**config.mk**
```make
export PLATFORM = sky130hd
export DESIGN_NAME = csv_frame_checksum_validator_top_flat
export DESIGN_NICKNAME = d
export VERILOG_FILES = /design/src/rtl/cfcv_pkg.sv /design/src/rtl/cfcv_if.sv /design/src/rtl/cfcv_digit_acc.sv /design/src/rtl/csv_frame_checksum_validator_top.sv /design/src/flat_wrapper.sv
export SDC_FILE = /design/constraint.sdc
export NUM_CORES = 1
export LEC_CHECK = 0
export BUFFER_PORTS_ARGS = -buffer_cell sky130_fd_sc_hd__buf_2
export CORE_MARGIN = 3
export CORE_UTILIZATION = 30
export DETAILED_ROUTE_END_ITERATION = 10
export REMOVE_ABC_BUFFERS = 1
export SLEW_MARGIN = 20
export SYNTH_ARGS = -nofsm -noshare
export SYNTH_HDL_FRONTEND = slang
export SYNTH_HIERARCHICAL = 1
export SYNTH_SLANG_ARGS = --single-unit
```
**constraint.sdc**
```tcl
create_clock -name clk -period 6.8 [get_ports clk]
set_input_delay 0 -clock clk [delete_from_list [all_inputs] [get_ports clk]]
set_output_delay 0 -clock clk [all_outputs]
set_load 0.01 [all_outputs]
```
**src/rtl/cfcv_pkg.sv**
```systemverilog
// ----------------------------------------------------------------------------
// cfcv_pkg
// shared types and constants of the csv frame checksum validator
// ----------------------------------------------------------------------------
package cfcv_pkg;

  localparam logic [7:0] COMMA_CHAR = 8'h2C;
  localparam logic [7:0] ZERO_CHAR  = 8'h00;
  localparam logic [7:0] DIGIT_LO   = 8'h30;
  localparam logic [7:0] DIGIT_HI   = 8'h39;
  localparam logic [1:0] TALLY_MAX  = 2'd2;

  typedef enum logic [1:0] {
    STATUS_OK       = 2'd0,
    STATUS_CHECKSUM = 2'd1,
    STATUS_COMMAS   = 2'd2
  } status_t;

endpackage

```
**src/rtl/cfcv_if.sv**
```systemverilog
// ----------------------------------------------------------------------------
// cfcv_in_if / cfcv_out_if
// valid/ready channels for frame bytes and frame results
// ----------------------------------------------------------------------------
interface cfcv_in_if;
  logic       valid;
  logic       ready;
  logic [7:0] char_byte;
  logic       frame_end;

  modport source (output valid, output char_byte, output frame_end, input ready);
  modport sink   (input valid, input char_byte, input frame_end, output ready);
endinterface

interface cfcv_out_if;
  logic        valid;
  logic        ready;
  logic [1:0]  status;
  logic [31:0] sequence_res;
  logic [7:0]  payload_start;
  logic [7:0]  payload_length;
  logic [31:0] malformed_total;

  modport source (output valid, output status, output sequence_res,
                  output payload_start, output payload_length,
                  output malformed_total, input ready);
  modport sink   (input valid, input status, input sequence_res,
                  input payload_start, input payload_length,
                  input malformed_total, output ready);
endinterface

```
**src/rtl/cfcv_digit_acc.sv**
```systemverilog
// ----------------------------------------------------------------------------
// cfcv_digit_acc
// saturating decimal accumulate: acc * 10 + digit, clamped to 32 bits
// ----------------------------------------------------------------------------
module cfcv_digit_acc (
  input  logic [31:0] acc,
  input  logic [3:0]  digit,
  output logic [31:0] acc_nxt
);

  logic [35:0] prod;

  always_comb begin
    prod = {1'b0, acc, 3'b000} + {3'b000, acc, 1'b0} + {32'd0, digit};
    if (prod[35:32] != 4'd0) begin
      acc_nxt = '1;
    end else begin
      acc_nxt = prod[31:0];
    end
  end

endmodule

```
**src/rtl/csv_frame_checksum_validator_top.sv**
```systemverilog
// ----------------------------------------------------------------------------
// csv_frame_checksum_validator_top
// checks text frames "seq,payload,checksum" against a 16-bit byte sum
// ----------------------------------------------------------------------------
// in_ch carries one frame byte per request, frame_end on the last byte.
// out_ch carries one result per frame: status, sequence number, payload
// span and the running count of rejected frames.
// A byte is registered on acceptance and folded into the frame state from
// that register, so one byte per cycle is taken when out_ch keeps up.
// A result is registered once its frame_end byte leaves the input register
// and stays in the output register until out_ch.ready takes it.
// While the output register holds a result that is not taken, a pending
// frame_end byte waits in the input register and in_ch.ready drops; bytes
// that end no frame still move on.
// Bytes at positions MAX_LEN-1 and beyond are dropped; a zero byte ends the
// frame text. Reset (rst_n low, synchronous) clears the frame state, the
// reject counter and the valid flags of both channel registers.
// ----------------------------------------------------------------------------
module csv_frame_checksum_validator_top
  import cfcv_pkg::*;
#(
  parameter int MAX_LEN = 256
) (
  input  logic       clk,
  input  logic       rst_n,
  cfcv_in_if.sink    in_ch,
  cfcv_out_if.source out_ch
);

  localparam int PW = $clog2(MAX_LEN);
  localparam int OW = (PW > 8) ? PW : 8;
  localparam logic [PW-1:0] POS_LIMIT = PW'(MAX_LEN - 1);

  // input register
  logic       in_valid_r, in_valid_nxt;
  logic [7:0] in_byte_r;
  logic       in_last_r;

  // frame state
  logic [PW-1:0] pos_r, pos_nxt;
  logic          ended_r, ended_nxt;
  logic [15:0]   sum_r, sum_nxt;
  logic [15:0]   sum_comma_r, sum_comma_nxt;
  logic [31:0]   tail_r, tail_nxt;
  logic          tail_stop_r, tail_stop_nxt;
  logic          tail_any_r, tail_any_nxt;
  logic [31:0]   lead_r, lead_nxt;
  logic          lead_stop_r, lead_stop_nxt;
  logic [1:0]    tally_r, tally_nxt;
  logic [PW-1:0] first_r, first_nxt;
  logic [PW-1:0] lastc_r, lastc_nxt;
  logic [31:0]   rejects_r, rejects_nxt;

  // output register
  logic        out_valid_r, out_valid_nxt;
  status_t     status_r, status_nxt;
  logic [31:0] seq_r, seq_nxt;
  logic [7:0]  start_r, start_nxt;
  logic [7:0]  length_r, length_nxt;
  logic [31:0] total_r, total_nxt;

  logic          out_free;
  logic          fire;
  logic          take;
  logic          is_digit;
  logic [31:0]   tail_acc;
  logic [31:0]   lead_acc;
  logic [OW-1:0] first_ext;
  logic [OW-1:0] lastc_ext;
  logic [OW-1:0] start_ext;
  logic [OW-1:0] length_ext;

  assign out_free    = !out_valid_r || out_ch.ready;
  assign fire        = in_valid_r && (!in_last_r || out_free);
  assign in_ch.ready = !in_valid_r || fire;

  assign is_digit = (in_byte_r >= DIGIT_LO) && (in_byte_r <= DIGIT_HI);

  cfcv_digit_acc u_tail_acc (
    .acc     (tail_r),
    .digit   (in_byte_r[3:0]),
    .acc_nxt (tail_acc)
  );

  cfcv_digit_acc u_lead_acc (
    .acc     (lead_r),
    .digit   (in_byte_r[3:0]),
    .acc_nxt (lead_acc)
  );

  always_comb begin
    in_valid_nxt  = in_valid_r;
    pos_nxt       = pos_r;
    ended_nxt     = ended_r;
    sum_nxt       = sum_r;
    sum_comma_nxt = sum_comma_r;
    tail_nxt      = tail_r;
    tail_stop_nxt = tail_stop_r;
    tail_any_nxt  = tail_any_r;
    lead_nxt      = lead_r;
    lead_stop_nxt = lead_stop_r;
    tally_nxt     = tally_r;
    first_nxt     = first_r;
    lastc_nxt     = lastc_r;
    rejects_nxt   = rejects_r;
    out_valid_nxt = out_valid_r && !out_ch.ready;
    status_nxt    = status_r;
    seq_nxt       = seq_r;
    start_nxt     = start_r;
    length_nxt    = length_r;
    total_nxt     = total_r;
    take          = !ended_r && (pos_r < POS_LIMIT);
    first_ext     = '0;
    lastc_ext     = '0;
    start_ext     = '0;
    length_ext    = '0;

    if (fire) begin
      in_valid_nxt = 1'b0;
    end
    if (in_ch.valid && in_ch.ready) begin
      in_valid_nxt = 1'b1;
    end

    if (fire && take) begin
      if (in_byte_r == ZERO_CHAR) begin
        ended_nxt = 1'b1;
      end else begin
        if (in_byte_r == COMMA_CHAR) begin
          sum_comma_nxt = sum_r;
          lastc_nxt     = pos_r;
          if (tally_r == 2'd0) begin
            first_nxt = pos_r;
          end
          if (tally_r < TALLY_MAX) begin
            tally_nxt = tally_r + 2'd1;
          end
          tail_nxt      = '0;
          tail_stop_nxt = 1'b0;
          tail_any_nxt  = 1'b0;
          lead_stop_nxt = 1'b1;
        end else begin
          tail_any_nxt = 1'b1;
          if (!tail_stop_r) begin
            if (is_digit) begin
              tail_nxt = tail_acc;
            end else begin
              tail_stop_nxt = 1'b1;
            end
          end
          if (!lead_stop_r) begin
            if (is_digit) begin
              lead_nxt = lead_acc;
            end else begin
              lead_stop_nxt = 1'b1;
            end
          end
        end
        sum_nxt = sum_r + {{8{in_byte_r[7]}}, in_byte_r};
        pos_nxt = pos_r + PW'(1);
      end
    end

    if (fire && in_last_r) begin
      if (tally_nxt == 2'd0 || !tail_any_nxt) begin
        status_nxt = STATUS_CHECKSUM;
      end else if (tail_nxt[15:0] != sum_comma_nxt) begin
        status_nxt = STATUS_CHECKSUM;
      end else if (tally_nxt < TALLY_MAX) begin
        status_nxt = STATUS_COMMAS;
      end else begin
        status_nxt = STATUS_OK;
      end

      first_ext  = OW'(first_nxt);
      lastc_ext  = OW'(lastc_nxt);
      start_ext  = first_ext + OW'(1);
      length_ext = lastc_ext - first_ext - OW'(1);

      if (status_nxt == STATUS_OK) begin
        seq_nxt    = lead_nxt;
        start_nxt  = start_ext[7:0];
        length_nxt = length_ext[7:0];
      end else begin
        rejects_nxt = rejects_r + 32'd1;
        seq_nxt     = '0;
        start_nxt   = '0;
        length_nxt  = '0;
      end
      total_nxt     = rejects_nxt;
      out_valid_nxt = 1'b1;

      pos_nxt       = '0;
      ended_nxt     = 1'b0;
      sum_nxt       = '0;
      sum_comma_nxt = '0;
      tail_nxt      = '0;
      tail_stop_nxt = 1'b0;
      tail_any_nxt  = 1'b0;
      lead_nxt      = '0;
      lead_stop_nxt = 1'b0;
      tally_nxt     = '0;
      first_nxt     = '0;
      lastc_nxt     = '0;
    end
  end

  always_ff @(posedge clk) begin
    if (!rst_n) begin
      in_valid_r  <= 1'b0;
      pos_r       <= '0;
      ended_r     <= 1'b0;
      sum_r       <= '0;
      sum_comma_r <= '0;
      tail_r      <= '0;
      tail_stop_r <= 1'b0;
      tail_any_r  <= 1'b0;
      lead_r      <= '0;
      lead_stop_r <= 1'b0;
      tally_r     <= '0;
      first_r     <= '0;
      lastc_r     <= '0;
      rejects_r   <= '0;
      out_valid_r <= 1'b0;
    end else begin
      in_valid_r  <= in_valid_nxt;
      pos_r       <= pos_nxt;
      ended_r     <= ended_nxt;
      sum_r       <= sum_nxt;
      sum_comma_r <= sum_comma_nxt;
      tail_r      <= tail_nxt;
      tail_stop_r <= tail_stop_nxt;
      tail_any_r  <= tail_any_nxt;
      lead_r      <= lead_nxt;
      lead_stop_r <= lead_stop_nxt;
      tally_r     <= tally_nxt;
      first_r     <= first_nxt;
      lastc_r     <= lastc_nxt;
      rejects_r   <= rejects_nxt;
      out_valid_r <= out_valid_nxt;
    end
  end

  always_ff @(posedge clk) begin
    if (in_ch.valid && in_ch.ready) begin
      in_byte_r <= in_ch.char_byte;
      in_last_r <= in_ch.frame_end;
    end
    status_r <= status_nxt;
    seq_r    <= seq_nxt;
    start_r  <= start_nxt;
    length_r <= length_nxt;
    total_r  <= total_nxt;
  end

  assign out_ch.valid           = out_valid_r;
  assign out_ch.status          = status_r;
  assign out_ch.sequence_res    = seq_r;
  assign out_ch.payload_start   = start_r;
  assign out_ch.payload_length  = length_r;
  assign out_ch.malformed_total = total_r;

endmodule
```
**src/flat_wrapper.sv**
```systemverilog
// flat-port wrapper written by rule: the top's interface ports become plain ports
module csv_frame_checksum_validator_top_flat import cfcv_pkg::*;
#(
  parameter int MAX_LEN = 256
)
  (clk, rst_n, in_ch_valid, in_ch_char_byte, in_ch_frame_end, in_ch_ready, out_ch_valid, out_ch_status, out_ch_sequence_res, out_ch_payload_start, out_ch_payload_length, out_ch_malformed_total, out_ch_ready);
  cfcv_in_if in_ch_i ();
  cfcv_out_if out_ch_i ();
  input  logic clk;
  input  logic rst_n;
  input wire logic [$bits(in_ch_i.valid)-1:0] in_ch_valid;
  input wire logic [$bits(in_ch_i.char_byte)-1:0] in_ch_char_byte;
  input wire logic [$bits(in_ch_i.frame_end)-1:0] in_ch_frame_end;
  output wire logic [$bits(in_ch_i.ready)-1:0] in_ch_ready;
  output wire logic [$bits(out_ch_i.valid)-1:0] out_ch_valid;
  output wire logic [$bits(out_ch_i.status)-1:0] out_ch_status;
  output wire logic [$bits(out_ch_i.sequence_res)-1:0] out_ch_sequence_res;
  output wire logic [$bits(out_ch_i.payload_start)-1:0] out_ch_payload_start;
  output wire logic [$bits(out_ch_i.payload_length)-1:0] out_ch_payload_length;
  output wire logic [$bits(out_ch_i.malformed_total)-1:0] out_ch_malformed_total;
  input wire logic [$bits(out_ch_i.ready)-1:0] out_ch_ready;
  assign in_ch_i.valid = in_ch_valid;
  assign in_ch_i.char_byte = in_ch_char_byte;
  assign in_ch_i.frame_end = in_ch_frame_end;
  assign in_ch_ready = in_ch_i.ready;
  assign out_ch_valid = out_ch_i.valid;
  assign out_ch_status = out_ch_i.status;
  assign out_ch_sequence_res = out_ch_i.sequence_res;
  assign out_ch_payload_start = out_ch_i.payload_start;
  assign out_ch_payload_length = out_ch_i.payload_length;
  assign out_ch_malformed_total = out_ch_i.malformed_total;
  assign out_ch_i.ready = out_ch_ready;
  csv_frame_checksum_validator_top #(.MAX_LEN(MAX_LEN)) u_core (.clk(clk), .rst_n(rst_n), .in_ch(in_ch_i), .out_ch(out_ch_i));
endmodule
```
* Word level (Yosys, flattened, before mapping)
Index checks and enable logic that the tools add are counted.
** Word-level totals
- Bits in latches :: 0
- Bits in writable memories :: 0
- Memories :: 0
- ROM bits :: 0
- Register bits after elaboration :: 251
** Cells by class
- Magnitude comparators :: 5
- Mux-type cells :: 42
- Bitwise gates (word level) :: 2
- Eq/ne operators :: 3
- Multiply operators :: 0
- $add $sub $neg :: 11
- Reductions and logical operators :: 29
- Shifts and indexed selects :: 0
- Div/mod/pow operators :: 0
** Operators with widths (number)
- 32-bit 2-to-1 mux :: 11
- 16-bit 2-to-1 mux :: 5
- 35-bit by 33-bit adder with 36-bit output :: 2
- 36-bit by 4-bit adder with 36-bit output :: 2
- 8-bit 2-to-1 mux :: 7
- 32-bit by 1-bit adder with 32-bit output (second input constant) :: 1
- 16-bit adder :: 1
- 8-bit by 1-bit adder with 8-bit output (second input constant) :: 2
- 2-bit 2-to-1 mux :: 8
- 16-bit inequality test :: 1
- 1-bit 2-to-1 mux :: 11
- 8-bit by 6-bit == test with 1-bit output (second input constant) :: 1
- 8-bit by 6-bit greater-or-equal comparator with 1-bit output (second input constant) :: 1
- 8-bit by 6-bit <= comparator with 1-bit output (second input constant) :: 1
- 8-bit zero test :: 1
- 8-bit < comparator (second input constant) :: 1
- 4-bit nonzero test :: 2
- 8-bit by 1-bit subtractor with 8-bit output (second input constant) :: 1
- 8-bit subtractor :: 1
- 1-bit logical AND :: 7
- 1-bit zero test :: 6
- 2-bit zero test :: 3
- 1-bit logical OR :: 4
- 2-bit < comparator (second input constant) :: 2
- other kinds (7) :: 10

* Logic depth before layout (Yosys ltp)
Gate-level depths: netlist (run 1).
- Depth after elaboration :: 15
- Depth in mapped cells :: 23

* Hierarchy
The synthesis (run 1) kept the hierarchy.
** By module, submodules not included
- csv_frame_checksum_validator_top :: sequential area each 5935.7 um^2, instances 1, cells each 1159, area each 11340.9 um^2
- cfcv_digit_acc (u_core.u_tail_acc) :: sequential area each 0.0 um^2, instances 1, cells each 371, area each 2806.4 um^2
- cfcv_digit_acc (u_core.u_lead_acc) :: sequential area each 0.0 um^2, instances 1, cells each 348, area each 2488.6 um^2

* Least setup slack after synthesis (run 1)
Ideal clock, no wire load.
- Path kind :: flip-flop to flip-flop
- Start :: register u_core.in_byte_r[3]
- End :: register u_core.total_r[1], in the netlist u_core/out_ch.malformed_total[1], data pin
- Data arrival time :: 5058 ps
- Data required time :: 6538 ps
- Buffers on the path :: 3
- Slack :: 1479 ps
- Stages on the path, launching flop included :: 20
- Library setup time :: 262 ps
- Cells stage by stage :: edfxtp_1 -> fa_1 -> inv_1 -> fa_1 -> and2b_1 -> o2111ai_2 -> a2111oi_2 -> o21a_1 -> o21ai_1 -> nand4_1 -> buf_2 -> nand4_1 -> and4_1 -> or3_1 -> a221oi_1 -> a31oi_2 -> nor4_4 -> buf_4 -> buf_4 -> mux2_1
** On the way
- Word-level cells in the longest chain between the ends :: 14
- Elaborated cells between the ends (all ways) :: 33
** Ends and longest elaborated chain
- start: declaration :: RTL line csv_frame_checksum_validator_top.sv:36 : logic [7:0] in_byte_r;
- start signal: assignment :: RTL line csv_frame_checksum_validator_top.sv:246 : in_byte_r <= in_ch.char_byte;
- 36-bit by 4-bit adder with 36-bit output * :: RTL line cfcv_digit_acc.sv:14 : prod = {1'b0, acc, 3'b000} + {3'b000, acc, 1'b0} + {32'd0, digit};
- 4-bit nonzero test :: RTL line cfcv_digit_acc.sv:15 : if (prod[35:32] != 4'd0) begin
- 32-bit 2-to-1 mux * :: RTL line cfcv_digit_acc.sv:15
- net u_core.tail_acc[5] :: RTL line csv_frame_checksum_validator_top.sv:66 : logic [31:0] tail_acc;
- 32-bit 2-to-1 mux * :: RTL line csv_frame_checksum_validator_top.sv:145 : if (is_digit) begin
- 32-bit 2-to-1 mux * :: RTL line csv_frame_checksum_validator_top.sv:144 : if (!tail_stop_r) begin
- 32-bit 2-to-1 mux * :: RTL line csv_frame_checksum_validator_top.sv:129 : if (in_byte_r == COMMA_CHAR) begin
- 16-bit 2-to-1 mux * :: RTL line csv_frame_checksum_validator_top.sv:126 : if (in_byte_r == ZERO_CHAR) begin
- 16-bit 2-to-1 mux * :: RTL line csv_frame_checksum_validator_top.sv:125 : if (fire && take) begin
- 16-bit inequality test * :: RTL line csv_frame_checksum_validator_top.sv:167 : end else if (tail_nxt[15:0] != sum_comma_nxt) begin
- 2-bit 2-to-1 mux * :: RTL line csv_frame_checksum_validator_top.sv:167
- 2-bit 2-to-1 mux * :: RTL line csv_frame_checksum_validator_top.sv:165 : if (tally_nxt == 2'd0 || !tail_any_nxt) begin
- 2-bit 2-to-1 mux * :: RTL line csv_frame_checksum_validator_top.sv:164 : if (fire && in_last_r) begin
- 2-bit zero test * :: RTL line csv_frame_checksum_validator_top.sv:180 : if (status_nxt == STATUS_OK) begin
- 32-bit 2-to-1 mux * :: RTL line csv_frame_checksum_validator_top.sv:180
- end signal: assignment :: RTL line csv_frame_checksum_validator_top.sv:253 : total_r <= total_nxt;
- end: declaration :: RTL line csv_frame_checksum_validator_top.sv:60 : logic [31:0] total_r, total_nxt;
The timed path passes the listed nets; every way through them passes the cells marked *. The select of a mux whose other input is x is not followed.
A chain may end at the register's enable or synchronous reset.

* Final worst setup path (run 1)
Same ends and word-level chain as after synthesis.

==> results.toml, run 1 <==
[critical_path]
critPathMaxFanout = 81
critPathLaunch = "u_core/in_byte_r[3]"
crit_required_ns = 7.13
crit_slowest_cell = "a2111oi_2"
rr_worst_depth = 18
crit_end = "u_core/out_ch.malformed_total[1]"
cp.arrival_ns = 6.38
cpLargestDelayFamily = "compound AO/OA/AOI/OAI gates"
reg2reg_to = "u_core/out_ch.malformed_total[1]"
endpoint_kind = "flop"
path_class = "reg -> reg"
path_cells = "fa_1 -> inv_1 -> fa_1 -> and2b_1 -> o2111ai_2 -> a2111oi_2 -> o21ai_1 -> nand3_1 -> nand4_1 -> nand4_1 -> inv_1 -> a222oi_1 -> nand3_1 -> a221oi_1 -> a31oi_2 -> nor4_4 -> buf_12 -> mux2_1"
reg2reg_from = "u_core/in_byte_r[3]"
worstSetupStartpointType = "flop"
cp_num_cells = 18
max_stage_delay_ns = 0.60
path_buf_inv = 3
r2r_setup_slack_ns = 0.74

[final_layout]
final_nets = 2117
num_antenna_cells = 0
layout-drive-gt1-share_pct = 11.13
area_growth_pct = 13.21

[job]
drv_cap = 0

[timing]
fmax_mhz = 165.1
finalCritPeriodShare_pct = 89.08
min_period_ns = 6.058
worst_pin_slew_ns = 1.017
hold_ws_ns = 0.1415
slew_headroom_pct = 32.20
finalHoldViolCount = 0
rsz0062_at_grt = "false"
skew_ns = 0.02066
drv_slew = 0
setup_viol = 0
layout_setup_ws_ns = 0.7423

[pwr]
leakage_nw = 8.111
combPwrFrac_pct = 5.0
p_seq_share_pct = 47.9
p_switching_mw = 0.7829
power_frac_clock_pct = 47.1
internal_power_mw = 2.555
powerDensity_nw_per_um2 = 177.2
vdd_drop_max_v = 0.0001834
p_sw_share_pct = 23.46

[placement]
place_hpwl_mm = 31.13
dpl_worst_slack_ns = 0.5743
gp_congestion = 0.8820
port-buffer-count = 96

[floorplan]
die_y_um = 241.5
core_um2 = 54350
rows = 85
ioPinCount = 97
die-width_um = 241.5
die_area_um2 = 58320
start_util_pct = 30.61

[grt]
antenna_found_initial = 0
grt_start_max_net_pins = 82
gr-usage-all-layers_pct = 14.61
grt_overflow_total = 0
grt_pass1_wl_mm = 70.94
grt_pass1_vias = 13810

[clocking]
cts_buffers = 29
root_buffer = "clkbuf_16"
clock_path_buffers = 3
cts_tree = "built"
cts.clk_slew.worst_paths_ns = 0.06
clk_latency_ns = 0.58
cts_max_level = 1
clock-sinks = 251

[detailed_routing]
ant_nets = 0
drcViolationCount = 0
dr.pass1.iters = 7
finalWirelength_mm = 43.26
drtIter0Drc = 1034
via_per_inst = 5.235
avgRoutedWirePerCell_um = 15.98
via_count = 14170

[yosys]
ys_warn_count = 6
ys_ff_latch = 251
synth_area_um2 = 16640
seq_area_frac_synth_pct = 35.68
synth_cell_types = 96
synth_edf_count = 91
async_flop_share_pct = 0
ys.flop_type = "dfxtp_1"
netlist_instances = 1878
avgSynthCellArea_um2 = 8.858

[status]
status = "complete, no violations"

[hold_path]
hold_path_class = "in -> reg"
synth_stat cells, types with 39 or more instances:
cell | number | share of area [%]
o21ai_0 | 48 | 1.4
xor2_1 | 65 | 3.4
xnor2_1 | 49 | 2.6
mux2i_1 | 60 | 3.6
a21oi_1 | 171 | 5.1
nor3_1 | 39 | 1.2
inv_1 | 44 | 0.99
edfxtp_1 | 91 | 16
nand2_1 | 220 | 5.0
nor2_1 | 201 | 4.5
nand4_1 | 44 | 1.7
nand3_1 | 80 | 2.4
clkbuf_1 | 39 | 0.88
dfxtp_1 | 160 | 19
ha_1 | 153 | 12
per-stage QoR:
stage	area [µm²]	cells	TNS (ns)	power [mW]	utilization [%]
3_3_place_gp	17730	2639	0	1.787	32.63
6_report	18830	2707	0	3.337	34.65
4_1_cts	18830	2707	0	3.385	34.64
2_1_floorplan	16160	1787	-26.75	1.728	-
5_1_grt	18830	2707	0	3.463	34.65
3_5_place_dp	17730	2639	0	1.792	32.63
worst register-to-register path: stages, from the launching register on:
cell and delay (ns):
edfxtp_1 0.51, fa_1 0.55, inv_1 0.06, fa_1 0.44
and2b_1 0.24, o2111ai_2 0.16, a2111oi_2 0.60, o21ai_1 0.23
nand3_1 0.12, nand4_1 0.40, nand4_1 0.33, inv_1 0.08
a222oi_1 0.32, nand3_1 0.12, a221oi_1 0.38, a31oi_2 0.21
nor4_4 0.34, buf_12 0.31, mux2_1 0.42
layer usage:
metal  global-route usage (%)  routed length, µm
met1                    20.13              20550
met5                        0                  0
met3                    2.334               2086
met2                    24.00              19730
met4                    3.567                887
cells in the final DEF (no fill, tap or decap), types with 44 or more instances in the layout:
| master | n |
|---|---|
| nand2_1 | 219 |
| nor2_1 | 201 |
| a21oi_1 | 170 |
| dfxtp_1 | 160 |
| ha_1 | 153 |
| buf_2 | 96 |
| edfxtp_1 | 91 |
| nand3_1 | 80 |
| xor2_1 | 65 |
| mux2i_1 | 60 |
| xnor2_1 | 49 |
| o21ai_0 | 48 |
| nand4_1 | 44 |
registers in the layout, indices dropped and copies added, names as in the netlist, 2 cells and up:
register / flops
u_core/out_ch.sequence_res: 32
u_core/in_byte_r: 8
u_core/first_r: 8
u_core/pos_r: 8
u_core/out_ch.payload_start: 8
u_core/sum_comma_r: 16
u_core/rejects_r: 32
u_core/lastc_r: 8
u_core/out_ch.malformed_total: 32
u_core/out_ch.payload_length: 8
u_core/sum_r: 16
u_core/tally_r: 2
u_core/out_ch.status: 2
u_core/tail_r: 32
u_core/lead_r: 32
power by group through the flow:
stage | Combinational (mW) | Clock, mW | Sequential, mW
4_1_cts | 0.167 | 1.62 | 1.60
3_5_place_dp | 0.160 | 0 | 1.63
2_1_floorplan | 0.0964 | 0 | 1.63
3_3_place_gp | 0.156 | 0 | 1.63
6_report | 0.167 | 1.57 | 1.60
5_1_grt | 0.187 | 1.68 | 1.60
worst min path at each step:
stage / startpoint / end / slack (ns) / cells after the start
after floorplan: in_ch_char_byte[0] / u_core/in_byte_r[0] / 0.1 / 0
after global placement: in_ch_frame_end / u_core/in_last_r / 0.18 / 1
after detailed placement: in_ch_frame_end / u_core/in_last_r / 0.18 / 1
after CTS: in_ch_frame_end / u_core/in_last_r / 0.11 / 2
after global routing: in_ch_frame_end / u_core/in_last_r / 0.13 / 2
final: in_ch_char_byte[5] / u_core/in_byte_r[5] / 0.14 / 2
area by class of cell:
cell class	count	area [µm²]
fillers	5602	35510
multi-input cells	1492	10090
flip-flops and latches	251	5936
well taps	739	924.6
clock buffers	39	813.3
repair buffers	127	760.7
inverters	44	166.4
clock inverters	15	142.6
timing repair:
| action | in CTS | in global routing |
|---|---|---|
| hold endpoints to repair | 32 | 0 |
| setup endpoints to repair | 0 | 1 |
| setup buffers | 0 | 0 |
| gates resized for setup | 0 | 1 |
| hold buffers | 14 | 0 |
cell families (layout without fill, tap and decap cells):
kind of cell / Yosys count / after routing / synth area share [%]
xor+xnor: 114 / 114 / 6.002
mux: 69 / 69 / 4.310
simple gates: 758 / 758 / 22.56
flops: 251 / 251 / 35.68
compound gates: 392 / 392 / 15.34
fa+ha+maj: 159 / 159 / 12.23
buf+inv: 135 / 225 / 3.881
(Power assumes the default switching activity.)
==> run 2, diff against run 1 <==
CTS_BUF_LIST = sky130_fd_sc_hd__clkbuf_2 sky130_fd_sc_hd__clkbuf_4 sky130_fd_sc_hd__clkbuf_8   (was not set)
==> results.toml, run 2 (synthesis gave the netlist of run 1 again) <==
[pwr]
powerDensity_nw_per_um2 = 171.6
leakage_nw = 8.122
vdd_drop_max_v = 0.0001152
p_total_mw = 3.225

[detailed_routing]
finalWirelength_mm = 43.66
drcViolationCount = 0
ant_nets = 0
avgRoutedWirePerCell_um = 15.96
via_count = 14270
via_per_inst = 5.216
dr.pass1.iters = 5
drtIter0Drc = 1056

[critical_path]
max_stage_delay_ns = 0.62
cp.arrival_ns = 6.40
r2r_setup_slack_ns = 0.75
crit_required_ns = 7.15
reg2reg_from = "u_core/in_byte_r[3]"
path_cells = "fa_1 -> inv_1 -> fa_1 -> and2b_1 -> o2111ai_2 -> a2111oi_2 -> o21ai_1 -> nand3_1 -> nand4_1 -> nand4_1 -> inv_1 -> a222oi_1 -> nand3_1 -> a221oi_1 -> a31oi_2 -> nor4_4 -> buf_12 -> mux2_1"
path_class = "reg -> reg"
worstSetupStartpointType = "flop"
rr_worst_depth = 18
crit_slowest_cell = "a2111oi_2"
reg2reg_to = "u_core/out_ch.malformed_total[1]"
endpoint_kind = "flop"
critPathMaxFanout = 81

[status]
status = "complete, no violations"

[placement]
place_hpwl_mm = 31.13
port-buffer-count = 96
dpl_worst_slack_ns = 0.5743
place_area_um2 = 17730
gp_congestion = 0.8820

[timing]
layout_setup_ws_ns = 0.7505
slew_headroom_pct = 32.26
finalCritPeriodShare_pct = 88.96
rsz0062_at_grt = "false"
fmax_mhz = 165.3
min_period_ns = 6.050
finalHoldViolCount = 0
setup_viol = 0
worst_pin_slew_ns = 1.016
hold_ws_ns = 0.1105
skew_ns = 0.02205
drv_slew = 0

[grt]
grt_overflow_total = 0
grt_pass1_wl_mm = 71.26
antenna_found_initial = 1
grt_pass1_vias = 13920
gr-usage-all-layers_pct = 14.80
grt_start_max_net_pins = 82

[clocking]
cts.clk_slew.worst_paths_ns = 0.06
cts_tree = "built"
postCtsSetupBuffers = 0
clk_latency_ns = 0.60
cts_max_level = 2
clock-sinks = 251
cts_buffers = 44
root_buffer = "clkbuf_8"
clock_path_buffers = 3

[final_layout]
n_fill_cell = 5640
fin_area_um2 = 18790
layout_common_cells = "nand2_1 (219), nor2_1 (201), a21oi_1 (170)"
layout-drive-gt1-share_pct = 12.42
final_common_cell = "nand2_1"
area_growth_pct = 12.94
final_nets = 2132

[hold_path]
hold_path_end = "u_core/in_byte_r[5]"
min_delay_path_depth = 2
hold_path_class = "in -> reg"
holdCritStartpoint = "in_ch_char_byte[5]"

[floorplan]
rows = 85
die_area_um2 = 58320
start_util_pct = 30.61
die-width_um = 241.5
ioPinCount = 97
core_um2 = 54350
die_y_um = 241.5

[job]
drv_cap = 0
-- run 2: where the power goes --
part,internal (mW),leakage (nW),switching [mW]
clock network,0.802,0.485,0.657
registers,1.58,2.12,0.0215
logic,0.0610,5.52,0.105
total,2.44,8.12,0.784
-- run 2: layout make-up --
type | count | area, µm² | share of cell area (%)
multi-input combinational | 1492 | 10090 | 53.70
sequential | 251 | 5936 | 31.59
tap | 739 | 924.6 | 4.921
clock buffer | 68 | 810.8 | 4.315
timing repair buffer | 127 | 760.7 | 4.049
inverter | 44 | 166.4 | 0.8857
clock inverter | 14 | 98.84 | 0.5261
antenna | 1 | 2.502 | 0.01332
-- run 2: metal layers --
metal | global-route usage [%] | vias to the layer above | share of wire (%)
li1 | - | 7017 | -
met1 | 20.11 | 6834 | 47
met2 | 24.07 | 363 | 46
met3 | 2.618 | 57 | 5.4
met4 | 4.454 | 0 | 2.0
met5 | 0 | - | 0
-- run 2: how the worst max path moves through the flow --
stage,from,to,slack (ns),cells past startpoint
after floorplan,u_core/in_byte_r[3],u_core/out_ch.malformed_total[13],-0.55,18
final,u_core/in_byte_r[3],u_core/out_ch.malformed_total[1],0.75,18
after detailed placement,u_core/in_byte_r[3],u_core/out_ch.sequence_res[4],0.57,19
after global placement,u_core/in_byte_r[3],u_core/out_ch.sequence_res[3],0.80,19
after global routing,u_core/in_byte_r[3],u_core/out_ch.malformed_total[1],0.35,18
after CTS,u_core/in_byte_r[3],u_core/out_ch.sequence_res[4],0.53,19
-- run 2: critical path: cells and delay by family (launching register included) --
family | cells | cell delay, ns
AOI/OAI and AO/OA | 6 | 1.88
adders and majority gates | 2 | 0.99
buffers and inverters | 3 | 0.45
DFF | 1 | 0.50
muxes | 1 | 0.35
and+or+nand+nor | 6 | 1.54
-- run 2: stage by stage --
step,utilization (%),setup TNS (ns),cells
detailed placement,32.63,0,2639
finish,34.57,0,2736
floorplan,-,-26.75,1787
global route,34.57,0,2736
CTS,34.56,0,2735
global placement,32.63,0,2639
-- run 2: what timing repair did --
action / 4_1_cts / 5_1_grt
setup endpoints to repair: 0 / 1
endpoints found under the hold margin: 38 / 0
resized for setup: 0 / 1
hold buffers: 14 / 0
==> run 3, diff against run 2 <==
BUFFER_PORTS_ARGS = not set   (was -buffer_cell sky130_fd_sc_hd__buf_2)
DONT_BUFFER_PORTS = 1   (was not set)
==> results.toml, run 3 (synthesis gave the netlist of run 1 again) <==
[clocking]
cts_buffers = 44
clock_path_buffers = 3
cts_tree = "built"
postCtsSetupBuffers = 0
cts_resized = 0
clk_latency_ns = 0.60
cts.clk_slew.worst_paths_ns = 0.07
cts_max_level = 2
clock-sinks = 251
hold_buffers = 18
root_buffer = "clkbuf_8"

[timing]
finalCritPeriodShare_pct = 91.01
setup_tns_ns = 0
worst_pin_slew_ns = 1.099
slew_headroom_pct = 26.74
setup_viol = 0
drv_slew = 0
skew_ns = 0.01977
min_period_ns = 6.189
fmax_mhz = 161.6
rsz0062_at_grt = "false"
finalHoldViolCount = 0

[final_layout]
final_nets = 2043
final_common_cell = "nand2_1"
fin_util_pct = 33.94
final-instance-count-excl-fill = 2648
layout-drive-gt1-share_pct = 8.128
area_growth_pct = 10.88
n_fill_cell = 5550
layout_common_cells = "nand2_1 (219), nor2_1 (200), a21oi_1 (170)"
fin_area_um2 = 18450

[grt]
grt_util_met2_pct = 23.24
gr-usage-all-layers_pct = 14.55
antenna_found_initial = 4
grt_pass1_vias = 13180
grt_overflow_total = 0
grt_busiest_layer = "met2"
grt_start_max_net_pins = 87
grtUsageMet1_pct = 19.48
grt_util_met3_pct = 3.495
grt_pass1_wl_mm = 69.48

[critical_path]
critPathMaxFanout = 81
crit_required_ns = 7.29
reg2reg_to = "u_core/rejects_r[2]"
endpoint_kind = "flop"
r2r_setup_slack_ns = 0.61
cp.arrival_ns = 6.68
rr_worst_depth = 19
reg2reg_from = "u_core/in_byte_r[3]"
worstSetupStartpointType = "flop"
path_class = "reg -> reg"

[detailed_routing]
via_per_inst = 5.194
dr.pass1.iters = 8
finalWirelength_mm = 43.30
drtIter0Drc = 1005
avgRoutedWirePerCell_um = 16.35
ant_nets = 0
via_count = 13760
drcViolationCount = 0

[hold_path]
hold_path_class = "in -> reg"
hold_path_end = "u_core/in_byte_r[6]"
min_delay_path_depth = 1
holdCritStartpoint = "in_ch_char_byte[6]"

[pwr]
leakage_nw = 7.800
p_total_mw = 3.283
powerDensity_nw_per_um2 = 178.0
vdd_drop_max_v = 0.0001206

[floorplan]
core_um2 = 54350
die_area_um2 = 58320
ioPinCount = 97
start_util_pct = 30.61
die_y_um = 241.5
die-width_um = 241.5
rows = 85

[job]
drv_cap = 0

[placement]
place_area_um2 = 17280
port-buffer-count = 0
gp_congestion = 0.9049
numPlacedInstances = 2546
place_hpwl_mm = 31.16

[status]
status = "complete, no violations"
-- run 3: cell types whose count changed in the layout (fill, tap and decap cells not counted), sizes merged --
| cell | delta |
|---|---|
| buf | -92 |
| dlygate4sd3 | +3 |
| clkbuf | -2 |
| bufinv | +1 |
| clkinv | +1 |
| clkinvlp | -1 |
| diode | +1 |
| inv | +1 |
-- run 3: through the flow --
step                setup slack, ns  hold WS, ns
finish                       0.6114      0.04424
global route                 0.2456     0.004044
CTS                          0.6382     0.002530
detailed placement           0.9185      0.09894
global placement             0.9942      0.09894
floorplan                   -0.5476      0.09887
-- run 3: power breakdown --
group          internal, mW  switching [mW]
sequential             1.58          0.0294
combinational        0.0521          0.0934
clock                 0.868           0.660
total                  2.50           0.783
-- run 3: how the worst max path moves through the flow --
stage	start	endpoint	slack [ns]
global route	u_core/in_byte_r[3]	u_core/rejects_r[2]	0.25
CTS	u_core/in_byte_r[3]	u_core/rejects_r[2]	0.64
global placement	u_core/in_byte_r[3]	u_core/out_ch.malformed_total[1]	0.99
finish	u_core/in_byte_r[3]	u_core/rejects_r[2]	0.61
detailed placement	u_core/in_byte_r[3]	u_core/out_ch.malformed_total[1]	0.92
floorplan	u_core/in_byte_r[3]	u_core/out_ch.malformed_total[13]	-0.55
-- run 3: layer usage --
metal | part of all wire, % | up-vias
li1 | - | 6839
met1 | 46 | 6481
met2 | 45 | 360
met3 | 6.7 | 71
met4 | 2.3 | 4
met5 | 0.067 | -
-- run 3: cell type report --
cell class / instances / area (µm²) / share of cell area, %
Tap cell: 739 / 924.6 / 5.013
Inverter: 44 / 166.4 / 0.9022
Clock inverter: 16 / 140.1 / 0.7597
Clock buffer: 66 / 833.3 / 4.518
Multi-Input combinational cell: 1492 / 10090 / 54.69
Sequential cell: 251 / 5936 / 32.18
Timing Repair Buffer: 38 / 352.8 / 1.913
Antenna cell: 2 / 5.005 / 0.02713
-- run 3: worst max-delay path, stage by stage, from the launching register on --
cell	delay, ns
edfxtp_1	0.52
fa_1	0.56
inv_1	0.06
fa_1	0.46
and2b_1	0.24
o2111ai_2	0.19
a21boi_1	0.24
o211ai_1	0.18
a31oi_2	0.25
mux2i_4	0.52
buf_4	0.27
nand4_1	0.10
mux2_4	0.31
xor2_1	0.14
or4_4	0.55
nor4_4	0.29
buf_12	0.32
nor2_1	0.12
mux2i_1	0.13
dlygate4sd3_1	0.55
